--- config.mk ---
export PLATFORM = sky130hd
export DESIGN_NAME = circular_queue_with_search
export DESIGN_NICKNAME = d
export VERILOG_FILES = /design/src/rtl/cqs_pkg.sv /design/src/rtl/cqs_ring.sv /design/src/rtl/circular_queue_with_search.sv
export VERILOG_INCLUDE_DIRS = /design/src /design/src/rtl
export SDC_FILE = /design/constraint.sdc
export NUM_CORES = 1
export LEC_CHECK = 0
export ABC_AREA = 0
export ABC_CLOCK_PERIOD_IN_PS = 6700
export BUFFER_PORTS_ARGS = -buffer_cell sky130_fd_sc_hd__buf_2
export CORE_MARGIN = 5
export CORE_UTILIZATION = 54
export CTS_BUF_LIST = sky130_fd_sc_hd__clkbuf_16
export DETAILED_ROUTE_END_ITERATION = 12
export GPL_TIMING_DRIVEN = 0
export PLACE_DENSITY = 0.71
export SYNTH_ARGS = -nofsm -noshare
export SYNTH_HDL_FRONTEND = slang
export SYNTH_HIERARCHICAL = 1
export SYNTH_SLANG_ARGS = --single-unit
--- constraint.sdc ---
create_clock -name clk_i -period 6.7 [get_ports clk_i]
set_input_delay 0.335 -clock clk_i [delete_from_list [all_inputs] [get_ports clk_i]]
set_output_delay 0.335 -clock clk_i [all_outputs]
set_load 0.01 [all_outputs]
--- src/rtl/assert_macros.svh ---
// ----------------------------------------------------------------------------
// assert_macros.svh
// Assertion macros used by the circular queue RTL
// ----------------------------------------------------------------------------
`ifndef ASSERT_MACROS_SVH
`define ASSERT_MACROS_SVH

// plain property checked at every rising clock edge outside reset
`define CQS_ASSERT(label, clk, rst_n, prop, msg) \
  label: assert property (@(posedge clk) disable iff (!rst_n) (prop)) else $error(msg);

// antecedent implies consequent in the same cycle
`define CQS_ASSERT_IMPL(label, clk, rst_n, ante, cons, msg) \
  label: assert property (@(posedge clk) disable iff (!rst_n) (ante) |-> (cons)) \
    else $error(msg);

// antecedent implies consequent in the next cycle
`define CQS_ASSERT_NEXT(label, clk, rst_n, ante, cons, msg) \
  label: assert property (@(posedge clk) disable iff (!rst_n) (ante) |=> (cons)) \
    else $error(msg);

`endif

--- src/rtl/cqs_pkg.sv ---
// ----------------------------------------------------------------------------
// cqs_pkg
// Types, constants and index helpers of the circular queue with search
// ----------------------------------------------------------------------------
`default_nettype none

package cqs_pkg;

  localparam int DEPTH      = 16;
  localparam int DATA_WIDTH = 32;
  localparam int IDX_W      = $clog2(DEPTH);
  localparam int CNT_W      = $clog2(DEPTH + 1);
  localparam int FUNC_W     = 2;
  localparam int STATUS_W   = 3;
  localparam int SIZE_W     = 5;

  typedef logic [IDX_W-1:0]      idx_t;
  typedef logic [CNT_W-1:0]      cnt_t;
  typedef logic [DATA_WIDTH-1:0] data_t;

  typedef enum logic [FUNC_W-1:0] {
    FUNC_PUSH   = 2'd0,
    FUNC_POP    = 2'd1,
    FUNC_SEARCH = 2'd2
  } func_e;

  typedef enum logic [STATUS_W-1:0] {
    STATUS_OK        = 3'd0,
    STATUS_OVERFLOW  = 3'd1,
    STATUS_UNDERFLOW = 3'd2,
    STATUS_EMPTY     = 3'd3,
    STATUS_NOTFOUND  = 3'd4
  } status_e;

  // next ring slot, wrapping at the capacity in use
  function automatic idx_t advance(idx_t idx, cnt_t size);
    cnt_t nx;
    nx = CNT_W'(idx) + CNT_W'(1);
    if (nx >= size) begin
      advance = '0;
    end else begin
      advance = nx[IDX_W-1:0];
    end
  endfunction

  // written size saturated to 1..DEPTH
  function automatic cnt_t eff_size(logic [SIZE_W-1:0] raw);
    if (raw == '0) begin
      eff_size = CNT_W'(1);
    end else if (int'(raw) > DEPTH) begin
      eff_size = CNT_W'(DEPTH);
    end else begin
      eff_size = CNT_W'(raw);
    end
  endfunction

endpackage

`default_nettype wire

--- src/rtl/cqs_ring.sv ---
// ----------------------------------------------------------------------------
// cqs_ring
// Ring storage: one write port, one read port with registered read data
// ----------------------------------------------------------------------------
`default_nettype none

module cqs_ring (
  input  wire logic          clk_i,
  input  wire logic          we_i,
  input  wire cqs_pkg::idx_t waddr_i,
  input  wire cqs_pkg::data_t wdata_i,
  input  wire cqs_pkg::idx_t raddr_i,
  output cqs_pkg::data_t     rdata_o
);
  import cqs_pkg::*;

  data_t mem [DEPTH];
  data_t rdata_q;

  always_ff @(posedge clk_i) begin
    if (we_i) begin
      mem[waddr_i] <= wdata_i;
    end
  end

  always_ff @(posedge clk_i) begin
    rdata_q <= mem[raddr_i];
  end

  assign rdata_o = rdata_q;

endmodule

`default_nettype wire

--- src/rtl/circular_queue_with_search.sv ---
// Sequence: push, failed pop and empty search load the result state, then the output register;
//   pop first reads the ring in ST_POP; search scans in ST_SEARCH until a match or count entries compared.
// Throughput: one transaction at a time, the next accepted after the result loads; the search
//   compares one stored entry per cycle through the ring read port and one comparator.
// Reset: async active low; queue empty, capacity 16, no result pending, storage kept.
// ----------------------------------------------------------------------------
// circular_queue_with_search
// Ring-buffer FIFO with push, pop and linear search from oldest to newest
// ----------------------------------------------------------------------------
`default_nettype none
`include "assert_macros.svh"

module circular_queue_with_search (
  input  wire logic                           clk_i,
  input  wire logic                           rst_ni,
  input  wire logic                           cfg_valid_i,
  output logic                                cfg_ready_o,
  input  wire logic [cqs_pkg::SIZE_W-1:0]     cfg_queue_size_i,
  input  wire logic                           in_valid_i,
  output logic                                in_ready_o,
  input  wire logic [cqs_pkg::FUNC_W-1:0]     in_func_i,
  input  wire logic signed [cqs_pkg::DATA_WIDTH-1:0] in_value_i,
  output logic                                out_valid_o,
  input  wire logic                           out_ready_i,
  output logic [cqs_pkg::STATUS_W-1:0]        out_status_o,
  output logic signed [cqs_pkg::DATA_WIDTH-1:0] out_data_o,
  output logic [cqs_pkg::CNT_W-1:0]           out_position_o,
  output logic [cqs_pkg::CNT_W-1:0]           out_occupancy_o
);
  import cqs_pkg::*;

  typedef enum logic [1:0] {
    ST_IDLE,
    ST_POP,
    ST_SEARCH,
    ST_RESULT
  } state_e;

  state_e  state_q, state_d;
  cnt_t    size_q, size_d;
  idx_t    head_q, head_d;
  idx_t    tail_q, tail_d;
  cnt_t    count_q, count_d;
  idx_t    scan_q, scan_d;
  cnt_t    iss_k_q, iss_k_d;
  cnt_t    cmp_k_q, cmp_k_d;
  logic    cmp_vld_q, cmp_vld_d;
  data_t   key_q, key_d;
  status_e res_status_q, res_status_d;
  data_t   res_data_q, res_data_d;
  cnt_t    res_pos_q, res_pos_d;
  logic    out_valid_q, out_valid_d;
  logic    out_load;
  status_e out_status_q;
  data_t   out_data_q;
  cnt_t    out_pos_q;
  cnt_t    out_occ_q;

  logic    in_fire;
  logic    cfg_fire;
  logic    mem_we;
  idx_t    mem_waddr;
  idx_t    mem_raddr;
  data_t   mem_rdata;

  assign cfg_ready_o = (state_q == ST_IDLE);
  assign in_ready_o  = (state_q == ST_IDLE) && !cfg_valid_i;
  assign cfg_fire    = cfg_valid_i && cfg_ready_o;
  assign in_fire     = in_valid_i && in_ready_o;

  cqs_ring u_ring (
    .clk_i   (clk_i),
    .we_i    (mem_we),
    .waddr_i (mem_waddr),
    .wdata_i (data_t'(in_value_i)),
    .raddr_i (mem_raddr),
    .rdata_o (mem_rdata)
  );

  // during idle the read port prefetches the next entry to pop
  assign mem_raddr = (state_q == ST_SEARCH) ? scan_q : advance(head_q, size_q);
  assign mem_waddr = advance(tail_q, size_q);

  always_comb begin
    state_d      = state_q;
    size_d       = size_q;
    head_d       = head_q;
    tail_d       = tail_q;
    count_d      = count_q;
    scan_d       = scan_q;
    iss_k_d      = iss_k_q;
    cmp_k_d      = cmp_k_q;
    cmp_vld_d    = cmp_vld_q;
    key_d        = key_q;
    res_status_d = res_status_q;
    res_data_d   = res_data_q;
    res_pos_d    = res_pos_q;
    mem_we       = 1'b0;
    out_load     = 1'b0;
    out_valid_d  = out_valid_q && !out_ready_i;

    case (state_q)
      ST_IDLE: begin
        if (cfg_fire) begin
          size_d  = eff_size(cfg_queue_size_i);
          head_d  = '0;
          tail_d  = '0;
          count_d = '0;
        end else if (in_fire) begin
          res_status_d = STATUS_OK;
          res_data_d   = '0;
          res_pos_d    = '0;
          state_d      = ST_RESULT;
          case (func_e'(in_func_i))
            FUNC_PUSH: begin
              if (count_q >= size_q) begin
                res_status_d = STATUS_OVERFLOW;
              end else begin
                mem_we  = 1'b1;
                tail_d  = mem_waddr;
                count_d = count_q + CNT_W'(1);
              end
            end
            FUNC_POP: begin
              if (count_q == '0) begin
                res_status_d = STATUS_UNDERFLOW;
              end else begin
                head_d  = advance(head_q, size_q);
                count_d = count_q - CNT_W'(1);
                state_d = ST_POP;
              end
            end
            FUNC_SEARCH: begin
              if (count_q == '0) begin
                res_status_d = STATUS_EMPTY;
              end else begin
                key_d     = data_t'(in_value_i);
                scan_d    = advance(head_q, size_q);
                iss_k_d   = '0;
                cmp_vld_d = 1'b0;
                state_d   = ST_SEARCH;
              end
            end
            default: begin
            end
          endcase
        end
      end
      ST_POP: begin
        res_data_d = mem_rdata;
        state_d    = ST_RESULT;
      end
      ST_SEARCH: begin
        // read of slot scan_q is issued while the previous slot is compared
        if (cmp_vld_q && (mem_rdata == key_q)) begin
          res_status_d = STATUS_OK;
          res_pos_d    = cmp_k_q + CNT_W'(1);
          state_d      = ST_RESULT;
        end else if (cmp_vld_q && ((cmp_k_q + CNT_W'(1)) == count_q)) begin
          res_status_d = STATUS_NOTFOUND;
          state_d      = ST_RESULT;
        end else begin
          scan_d    = advance(scan_q, size_q);
          cmp_k_d   = iss_k_q;
          iss_k_d   = iss_k_q + CNT_W'(1);
          cmp_vld_d = 1'b1;
        end
      end
      ST_RESULT: begin
        if (!out_valid_q || out_ready_i) begin
          out_load    = 1'b1;
          out_valid_d = 1'b1;
          state_d     = ST_IDLE;
        end
      end
      default: begin
        state_d = ST_IDLE;
      end
    endcase
  end

  always_ff @(posedge clk_i or negedge rst_ni) begin
    if (!rst_ni) begin
      state_q     <= ST_IDLE;
      size_q      <= CNT_W'(DEPTH);
      head_q      <= '0;
      tail_q      <= '0;
      count_q     <= '0;
      cmp_vld_q   <= 1'b0;
      out_valid_q <= 1'b0;
    end else begin
      state_q     <= state_d;
      size_q      <= size_d;
      head_q      <= head_d;
      tail_q      <= tail_d;
      count_q     <= count_d;
      cmp_vld_q   <= cmp_vld_d;
      out_valid_q <= out_valid_d;
    end
  end

  always_ff @(posedge clk_i) begin
    scan_q       <= scan_d;
    iss_k_q      <= iss_k_d;
    cmp_k_q      <= cmp_k_d;
    key_q        <= key_d;
    res_status_q <= res_status_d;
    res_data_q   <= res_data_d;
    res_pos_q    <= res_pos_d;
    if (out_load) begin
      out_status_q <= res_status_q;
      out_data_q   <= res_data_q;
      out_pos_q    <= res_pos_q;
      out_occ_q    <= count_q;
    end
  end

  assign out_valid_o     = out_valid_q;
  assign out_status_o    = out_status_q;
  assign out_data_o      = out_data_q;
  assign out_position_o  = out_pos_q;
  assign out_occupancy_o = out_occ_q;

  `CQS_ASSERT(a_count_in_size, clk_i, rst_ni, count_q <= size_q, "occupancy above capacity")
  `CQS_ASSERT_NEXT(a_busy_after_accept, clk_i, rst_ni, in_fire, !in_ready_o,
                   "ready right after an accepted transaction")
  `CQS_ASSERT_IMPL(a_pos_in_range, clk_i, rst_ni, out_valid_o && (out_position_o != '0),
                   (out_status_o == STATUS_OK) && (out_position_o <= out_occupancy_o),
                   "match position outside the held entries")
  `CQS_ASSERT_IMPL(a_count_moves_on_fire, clk_i, rst_ni, count_q != $past(count_q),
                   $past(in_fire) || $past(cfg_fire),
                   "occupancy changed without a transaction")

endmodule

`default_nettype wire
* Word-level counts from Yosys, hierarchy flattened
Memory sizes are Yosys's and may differ from the RTL's. A register that Yosys moved wholly into a read port is not among the register bits.
Index checks and enable logic that the tools add are counted.
** Word-level totals
- RAM bits :: 512
- Register bits after elaboration :: 153
- Bits of input ports :: 44
- Word-level logic and storage cells :: 161
- Memories kept :: 1
- Output and inout bits :: 48
** Memory list
- u_ring.mem :: depth 16, bits a word 32, rd ports 1, clocked after memory_dff 1, wr ports 1, line cqs_ring.sv:17 : data_t mem [DEPTH];
** Operators by class
- Equality and inequality tests :: 20
- Order comparisons :: 5
- Mux-type cells :: 75
- Reductions and logical operators :: 31
- Add/subtract/negate cells :: 7
- Bitwise operators :: 4
** Operator list (number)
- 2-to-1 mux 5 bit :: 15
- 2-to-1 mux 4 bit :: 17
- 2-to-1 mux 32 bit :: 2
- case mux 32 bit (2 select lines) :: 1
- == test 32 bit :: 1
- case mux 5 bit (2 select lines) :: 3
- >= comparator 5 bit :: 4
- AND reduction 4 bit :: 5
- 2-to-1 mux 1 bit :: 19
- 2-to-1 mux 2 bit :: 8
- adder 4 x 1 -> 5 bit (second input constant) :: 3
- adder 5 x 1 -> 5 bit (second input constant) :: 3
- inequality test 2 bit (second input constant) :: 7
- 2-to-1 mux 3 bit :: 4
- zero test 5 bit :: 2
- AND reduction 5 bit :: 2
- nonzero test 2 bit :: 5
- case mux 2 bit (4 select lines) :: 1
- case mux 4 bit (2 select lines) :: 1
- AND reduction 7 bit :: 1
- == test 2 bit (second input constant) :: 3
- logical AND 1 bit :: 6
- inequality test 2 x 1 -> 1 bit (second input constant) :: 3
- inequality test 3 bit (second input constant) :: 2
- other kinds (16) :: 24

* Depth between registers and ports, before layout
Gate-level depths: netlist (run 1).
- Depth after elaboration :: 8
- Gate-level depth with buffers :: 14
- Mapped depth without buffers :: 11

* Cells and area by module
Netlist (run 1), hierarchy kept.
** By module, submodules not included
- cqs_ring :: cells an instance 838, times used 1, area an instance 19835.3 µm², sequential area each 16015.4 µm²
- circular_queue_with_search :: cells an instance 485, times used 1, area an instance 6834.1 µm², sequential area each 4485.6 µm²

* Least setup slack after synthesis (run 1)
OpenSTA, ideal clock, no wires.
- Path kind :: register to register
- From :: register count_q[0]
- To :: memory u_ring/mem[0][0] (netlist name) (enable)
- Cell stages (with the launch flop) :: 10
- Path buffers :: 0
- Arrival time :: 4.470 ns
- Required time :: 6.239 ns
- Period minus slack after synthesis :: 4.931 ns
- Path slack :: 1.769 ns
- Path through :: dfrtp_1 -> inv_1 -> ha_1 -> nand2b_1 -> a21o_1 -> a21oi_1 -> o21ai_1 -> a21oi_1 -> or3b_2 -> nor3_1
** Between the ends
- Word-level cells in the longest chain between the ends :: 8
** RTL lines
- start, declared :: line circular_queue_with_search.sv:43 : cnt_t count_q, count_d;
- start signal, assigned :: line circular_queue_with_search.sv:196 : count_q <= count_d;
- >= comparator 5 bit :: line circular_queue_with_search.sv:116 : if (count_q >= size_q) begin
- 2-to-1 mux 1 bit :: line circular_queue_with_search.sv:116
- 2-to-1 mux 1 bit :: line circular_queue_with_search.sv:114 : case (func_e'(in_func_i))
- 2-to-1 mux 1 bit :: line circular_queue_with_search.sv:109 : end else if (in_fire) begin
- 2-to-1 mux 1 bit :: line circular_queue_with_search.sv:104 : if (cfg_fire) begin
- 2-to-1 mux 1 bit :: line circular_queue_with_search.sv:102 : case (state_q)
- via mem_we :: line circular_queue_with_search.sv:61 : logic mem_we;
- 2-to-1 mux 1 bit :: line cqs_ring.sv:21 : if (we_i) begin
- 2-to-1 mux 1 bit (not written as such) :: line cqs_ring.sv:22 : mem[waddr_i] <= wdata_i;
- end, declared :: line cqs_ring.sv:17
The timed path passes the listed nets, and every way through them passes these cells.

* Worst setup path after layout (run 1)
- From :: register head_q[0]
- To :: register u_ring.rdata_q[28], in the netlist u_ring/rdata_o[28], read port of u_ring.mem
** Between the ends
- Word-level cells in the longest chain between the ends :: 4
** RTL lines
- start, declared :: line circular_queue_with_search.sv:41 : idx_t head_q, head_d;
- start signal, assigned :: line circular_queue_with_search.sv:186 : head_q <= '0;
- start signal, assigned :: line circular_queue_with_search.sv:194 : head_q <= head_d;
- adder 4 x 1 -> 5 bit * :: line cqs_pkg.sv:38 : nx = CNT_W'(idx) + CNT_W'(1);
- >= comparator 5 bit :: line cqs_pkg.sv:39 : if (nx >= size) begin
- 2-to-1 mux 4 bit * :: line cqs_pkg.sv:39
- 2-to-1 mux 4 bit * :: line circular_queue_with_search.sv:81 : assign mem_raddr = (state_q == ST_SEARCH) ? scan_q : advance(head_q, size_q);
- via mem_raddr[1] :: line circular_queue_with_search.sv:63 : idx_t mem_raddr;
- end, declared :: line cqs_ring.sv:18 : data_t rdata_q;
Mark *: on every way through the listed nets, which the timed path passes. The rest lies on a longest branch.
A chain may end at the register's enable or synchronous reset.

==> flow_summary.yaml, run 1 <==
place:
  place.gp.congestion: 0.833
  io_buffers: 91
  dp_slack_ns: 2.05
  dp_hpwl_um: 37600
global_route:
  grt_pass1_vias: 13767
  grt_pass1_wl_um: 87000
  grt_overflow_total: 0
  antenna_found_initial: 2
  grt_use_total_pct: 22.0
  grt_max_degree: 34
pwr:
  switchingPower_uw: 4980
  clkPwrFrac_pct: 24.0
  peakVddDrop_mv: 0.264
  p_sw_share_pct: 33.3
  pwr-share-comb_pct: 38.6
  seq_power_share_pct: 37.4
  p_int_uw: 9970
  power_leakage_uw: 0.0104
  cellPowerDensity_mw_per_mm2: 487
floorplan:
  die-area_mm2: 0.0539
  die_x_um: 232
  core_mm2: 0.0488
  row_count: 81
  die_y_um: 232
  initial_utilization_pct: 54.6
  io_pins: 92
cts:
  path_clk_slew_ns: 0.06
  cts_made_buffers: 70
  clock_path_buffers: 3
  cts.repair.resized: 0
  insertion_delay_ns: 0.60
  ctsHoldBuffers: 5
  cts_tree: "yes"
  cts_root_buf: "clkbuf_16"
  cts_max_level: 3
  cts_setup_buffers: 0
  clock-sinks: 697
logic_synthesis:
  syn-cell-area_mm2: 0.0267
  synthesis.nets: 1404
  synth_cell_types: 55
  yosys.area.top_type: "edfxtp_1"
  synth_ff_type: "edfxtp_1"
  async_flop_share_pct: 3.16
  synth_common_cells: "edfxtp_1, mux4_2, a22oi_1"
  netlist_instances: 1323
  synth_edf_count: 643
  ys_ff_latch: 697
  synth-seq-area-share_pct: 76.9
  yosys_warnings: 6
  yosys-top-cells-area: "edfxtp_1, mux4_2, dfxtp_1"
  synth_most_common_cell: "edfxtp_1"
  postSynthAreaPerCell_um2: 20.2
  yosysTopAreaCellShare_pct: 72.4
setup_path:
  critPathArrivalTime_ns: 5.15
  end_kind: "flop"
  crit_required_ns: 7.16
  crit_type: "reg -> reg"
  critPathLaunchType: "flop"
  path_max_fanout: 10
timing:
  fin_skew_ns: 0.0178
  setup_violations: 0
  fmax_ghz: 0.213
  finalHoldViolCount: 0
  hold_slack_ns: 0.0845
  worst_slew_pin_slew_ns: 1.36
  period_needed_ns: 4.68
  finalMaxSlewViolations: 0
  final.setup.worst_slack_ns: 2.02
  rsz0062_at_grt: "no"
  timing.final.crit_share_pct: 69.9
  slew_headroom_pct: 8.53
status:
  outcome: "completed"
routing:
  ant_nets: 0
  wl_per_cell_um: 26.0
  drc_errors: 0
  viasPerCell: 5.94
  drtIter0Drc: 1223
  drt-total-wl_um: 58200
  vias: 13316
  dr.pass1.iters: 5
flow_run:
  drv_cap: 0
layout:
  multi_input_area_mm2: 0.00594
  regArea_mm2: 0.0205
  fin_util_pct: 62.9
  syn_to_final_growth_pct: 15.1
  final_net_count: 1600
  fillers: 3343
  layout-drive-gt1-share_pct: 24.5
min_path:
  hp-class: "in -> reg"
[cell usage in the layout (no fill, tap or decap), drive strengths merged, types with 13 or more instances in the layout]
cell / instances
a22oi: 65
buf: 147
nand3: 18
and2: 39
xnor2: 41
clkinv: 22
a21oi: 14
ha: 36
nand2: 54
clkbuf: 97
dfrtp: 21
inv: 58
a21o: 13
mux4: 128
nor2: 35
dfxtp: 32
edfxtp: 643
[path summary, 6_finish.rpt]
kind	slack, ns	from	to	cells after the start
max in group asynchronous	6.01	rst_ni	out_valid_o$_DFF_PN0_	2
min in group asynchronous	0.31	rst_ni	size_q[3]$_DFFE_PN0P_	2
hold reg to reg	0.42	res_data_q[27]$_SDFFCE_PP0P_	out_data_o[27]$_DFFE_PP_	0
setup / recovery	2.02	head_q[0]$_DFFE_PN0P_	u_ring/rdata_o[28]$_DFF_P_	14
hold / removal	0.08	out_ready_i	out_valid_o$_DFF_PN0_	3
setup reg to reg	2.02	head_q[0]$_DFFE_PN0P_	u_ring/rdata_o[28]$_DFF_P_	14
[power groups by stage]
| stage | logic (uW) | registers [uW] | clock network [uW] |
|---|---|---|---|
| after floorplan | 4030 | 5660 | 0 |
| after CTS | 5860 | 5590 | 3660 |
| after global routing | 6240 | 5640 | 3840 |
| final | 5770 | 5600 | 3590 |
| after detailed placement | 5800 | 5680 | 0 |
| after global placement | 5610 | 5690 | 0 |
[stage by stage]
| step | setup TNS (ns) | cells | power, uW | area, um2 |
|---|---|---|---|---|
| after floorplan | 0 | 1323 | 9690 | 26700 |
| after global placement | -108.99 | 2078 | 11300 | 28000 |
| after detailed placement | 0 | 2106 | 11500 | 28500 |
| after CTS | 0 | 2239 | 15100 | 30700 |
| after global routing | 0 | 2240 | 15700 | 30700 |
| final | 0 | 2241 | 15000 | 30700 |
[kinds of logic after synthesis]
kind of cell / after synthesis / synth area share, %
AO/OA/AOI/OAI: 137 / 3.79
flip-flops: 697 / 76.9
multiplexers: 132 / 11.0
buffers and inverters: 80 / 1.29
adder cells (fa/ha/maj): 37 / 1.76
XOR/XNOR: 53 / 1.77
AND/OR/NAND/NOR: 187 / 3.52
[metal layers]
layer,track usage [%],up-vias,routed length (um)
li1,-,5751,-
met1,29.8,6961,23300
met2,36.8,516,29200
met3,4.48,88,4330
met4,6.37,0,1280
met5,0,-,0
[state kept, by name, indices dropped and copies added (netlist names), 2 cells and up]
name,flops
res_pos_q,5
res_data_q,32
cmp_k_q,5
state_q,2
key_q,32
out_occupancy_o,5
iss_k_q,5
out_position_o,5
size_q,5
res_status_q,3
u_ring/mem,512
tail_q,4
out_data_o,32
head_q,4
scan_q,4
count_q,5
out_status_o,3
u_ring/rdata_o,32
[area by class of cell]
class	count	share of cell area, %
repair buffers	124	3.21
multi-input cells	546	19.3
inverters	27	0.330
clock buffers	72	5.87
well taps	664	2.71
flip-flops and latches	697	66.8
clock inverters	56	0.990
diodes	2	0.0163
plain buffers	53	0.790
[critical path: stages, from the launching register on]
cell and delay (ns):
dfrtp_1 0.47, ha_1 0.27, xnor2_1 0.41, inv_1 0.09, ha_1 0.28, a21o_1 0.15, a21o_1 0.16, a21o_1 0.20
buf_2 0.20, o31ai_1 0.38, buf_2 0.40, buf_1 0.69, mux4_2 0.41, a22oi_1 0.34, nand2_1 0.08
(Power assumes the default switching activity.)
==> inputs of run 2 (changes only) <==
--- a/config.mk
+++ b/config.mk
@@ -7,14 +7,14 @@
 export NUM_CORES = 1
 export LEC_CHECK = 0
 export ABC_AREA = 0
-export ABC_CLOCK_PERIOD_IN_PS = 6700
+export ABC_CLOCK_PERIOD_IN_PS = 4150
 export BUFFER_PORTS_ARGS = -buffer_cell sky130_fd_sc_hd__buf_2
 export CORE_MARGIN = 5
 export CORE_UTILIZATION = 54
 export CTS_BUF_LIST = sky130_fd_sc_hd__clkbuf_16
 export DETAILED_ROUTE_END_ITERATION = 12
 export GPL_TIMING_DRIVEN = 0
-export PLACE_DENSITY = 0.71
+export PLACE_DENSITY = 0.74
 export SYNTH_ARGS = -nofsm -noshare
 export SYNTH_HDL_FRONTEND = slang
 export SYNTH_HIERARCHICAL = 1
==> constraint.sdc (replaced) <==
create_clock -name clk_i -period 4.15 [get_ports clk_i]
set_input_delay 0.2075 -clock clk_i [delete_from_list [all_inputs] [get_ports clk_i]]
set_output_delay 0.2075 -clock clk_i [all_outputs]
set_load 0.01 [all_outputs]
==> flow_summary.yaml, run 2 (synthesized netlist as in run 1, its figures left out) <==
status:
  outcome: "completed"
global_route:
  grt.busiest_layer: "met2"
  grt_pass1_vias: 14113
  grt_max_degree: 33
  use_met2_pct: 37.5
  grt_pass1_wl_um: 88100
  grt_util_met3_pct: 4.77
  grt_use_total_pct: 22.3
  antenna_found_initial: 2
  met1_usage_pct: 29.4
  grt_overflow_total: 0
cts:
  path_clk_slew_ns: 0.06
  cts_max_level: 3
  cts_root_buf: "clkbuf_16"
  cts_made_buffers: 70
  insertion_delay_ns: 0.60
  cts_tree: "yes"
  clock_path_buffers: 3
  clock-sinks: 697
timing:
  setup_violations: 0
  final.setup.worst_slack_ns: 0.183
  fmax_ghz: 0.252
  finalMaxSlewViolations: 0
  hold_slack_ns: 0.138
  timing.final.crit_share_pct: 95.6
  worst_slew_pin_slew_ns: 0.934
  finalHoldViolCount: 0
  fin_skew_ns: 0.0212
  slew_headroom_pct: 37.7
  period_needed_ns: 3.97
routing:
  drt-total-wl_um: 59500
  wl_per_cell_um: 26.1
  dr.pass1.iters: 6
  drc_errors: 0
  drtIter0Drc: 1336
  vias: 13479
  viasPerCell: 5.91
  ant_nets: 0
pwr:
  power_leakage_uw: 0.0107
  cellPowerDensity_mw_per_mm2: 785
  peakVddDrop_mv: 0.535
place:
  dp_hpwl_um: 38000
  place.gp.congestion: 0.798
  io_buffers: 91
  dp_slack_ns: -0.394
setup_path:
  critPathArrivalTime_ns: 4.26
  critPathLaunchType: "flop"
  crit_required_ns: 4.44
  crit_type: "reg -> reg"
  path_max_fanout: 17
  end_kind: "flop"
layout:
  multi_input_area_mm2: 0.00603
  syn_to_final_growth_pct: 18.3
  layout-drive-gt1-share_pct: 25.9
  final_net_count: 1642
  regArea_mm2: 0.0205
  largest_register_ffs: 512
  layout_common_cells: "edfxtp_1, mux4_2, buf_2"
  final_common_cell: "edfxtp_1"
  fin_util_pct: 64.6
  top_register: "u_ring/mem"
  fillers: 3247
min_path:
  hp-class: "in -> async"
floorplan:
  core_mm2: 0.0488
  io_pins: 92
  initial_utilization_pct: 54.6
  row_count: 81
  die-area_mm2: 0.0539
  die_x_um: 232
  die_y_um: 232
flow_run:
  drv_cap: 0
==> run 2: power by group <==
group          total, uW  internal (uW)  switching, uW
combinational       9680           4410           5270
clock               6060           3530           2530
sequential          9030           8640            399
==> run 2: area by class of cell <==
type | count | share of cell area, %
sequential | 697 | 65.0
buffer | 53 | 0.975
clock inverter | 54 | 1.17
multi-input combinational | 546 | 19.1
inverter | 27 | 0.321
clock buffer | 74 | 5.87
timing repair buffer | 166 | 4.94
antenna | 1 | 0.00793
tap | 664 | 2.63
==> run 2: worst paths after layout <==
check / start / to / slack (ns) / cells after the start
max: tail_q[0]$_DFFE_PN0P_ / u_ring/mem[7][17]$_DFFE_PP_ / 0.18 / 8
min: rst_ni / head_q[2]$_DFFE_PN0P_ / 0.14 / 2
max reg2reg: tail_q[0]$_DFFE_PN0P_ / u_ring/mem[7][17]$_DFFE_PP_ / 0.18 / 8
min reg2reg: res_status_q[2]$_SDFFCE_PN0P_ / out_status_o[2]$_DFFE_PP_ / 0.42 / 0
max in group asynchronous: rst_ni / size_q[4]$_DFFE_PN1P_ / 3.63 / 2
min in group clk_i: cfg_valid_i / head_q[0]$_DFFE_PN0P_ / 0.17 / 4
==> run 2: per-layer routing <==
| metal | up-vias | share of wire (%) |
|---|---|---|
| li1 | 5830 | - |
| met1 | 6974 | 38 |
| met2 | 555 | 51 |
| met3 | 118 | 7.8 |
| met4 | 2 | 3.1 |
| met5 | - | 0.012 |
==> run 2: repair_timing <==
action                                  CTS  global route
gates cloned                              0             0
endpoints found under the hold margin   572             0
hold buffers                             39             0
pin swaps                                 0             7
gates resized for setup                  28            18
endpoints found under the setup margin   55           154
buffers inserted                          0            13
==> run 2: worst max-delay path, stage by stage, from the launching register on <==
cell and delay, ns:
dfrtp_1 0.45, ha_1 0.26, and3_1 0.15, ha_1 0.38, a21o_1 0.30, a311oi_4 0.67, nand2_1 0.42, nor2_4 0.72
buf_16 0.25
==> run 2: stage by stage <==
stage	power [uW]	cells	instance area [um2]	TNS, ns
floorplan	15700	1323	26700	-3.57
global placement	18200	2078	28000	-883.91
CTS	24900	2268	31400	0
finish	24800	2282	31600	0
global route	26000	2282	31600	-0.0173
detailed placement	18500	2101	28700	-8.53
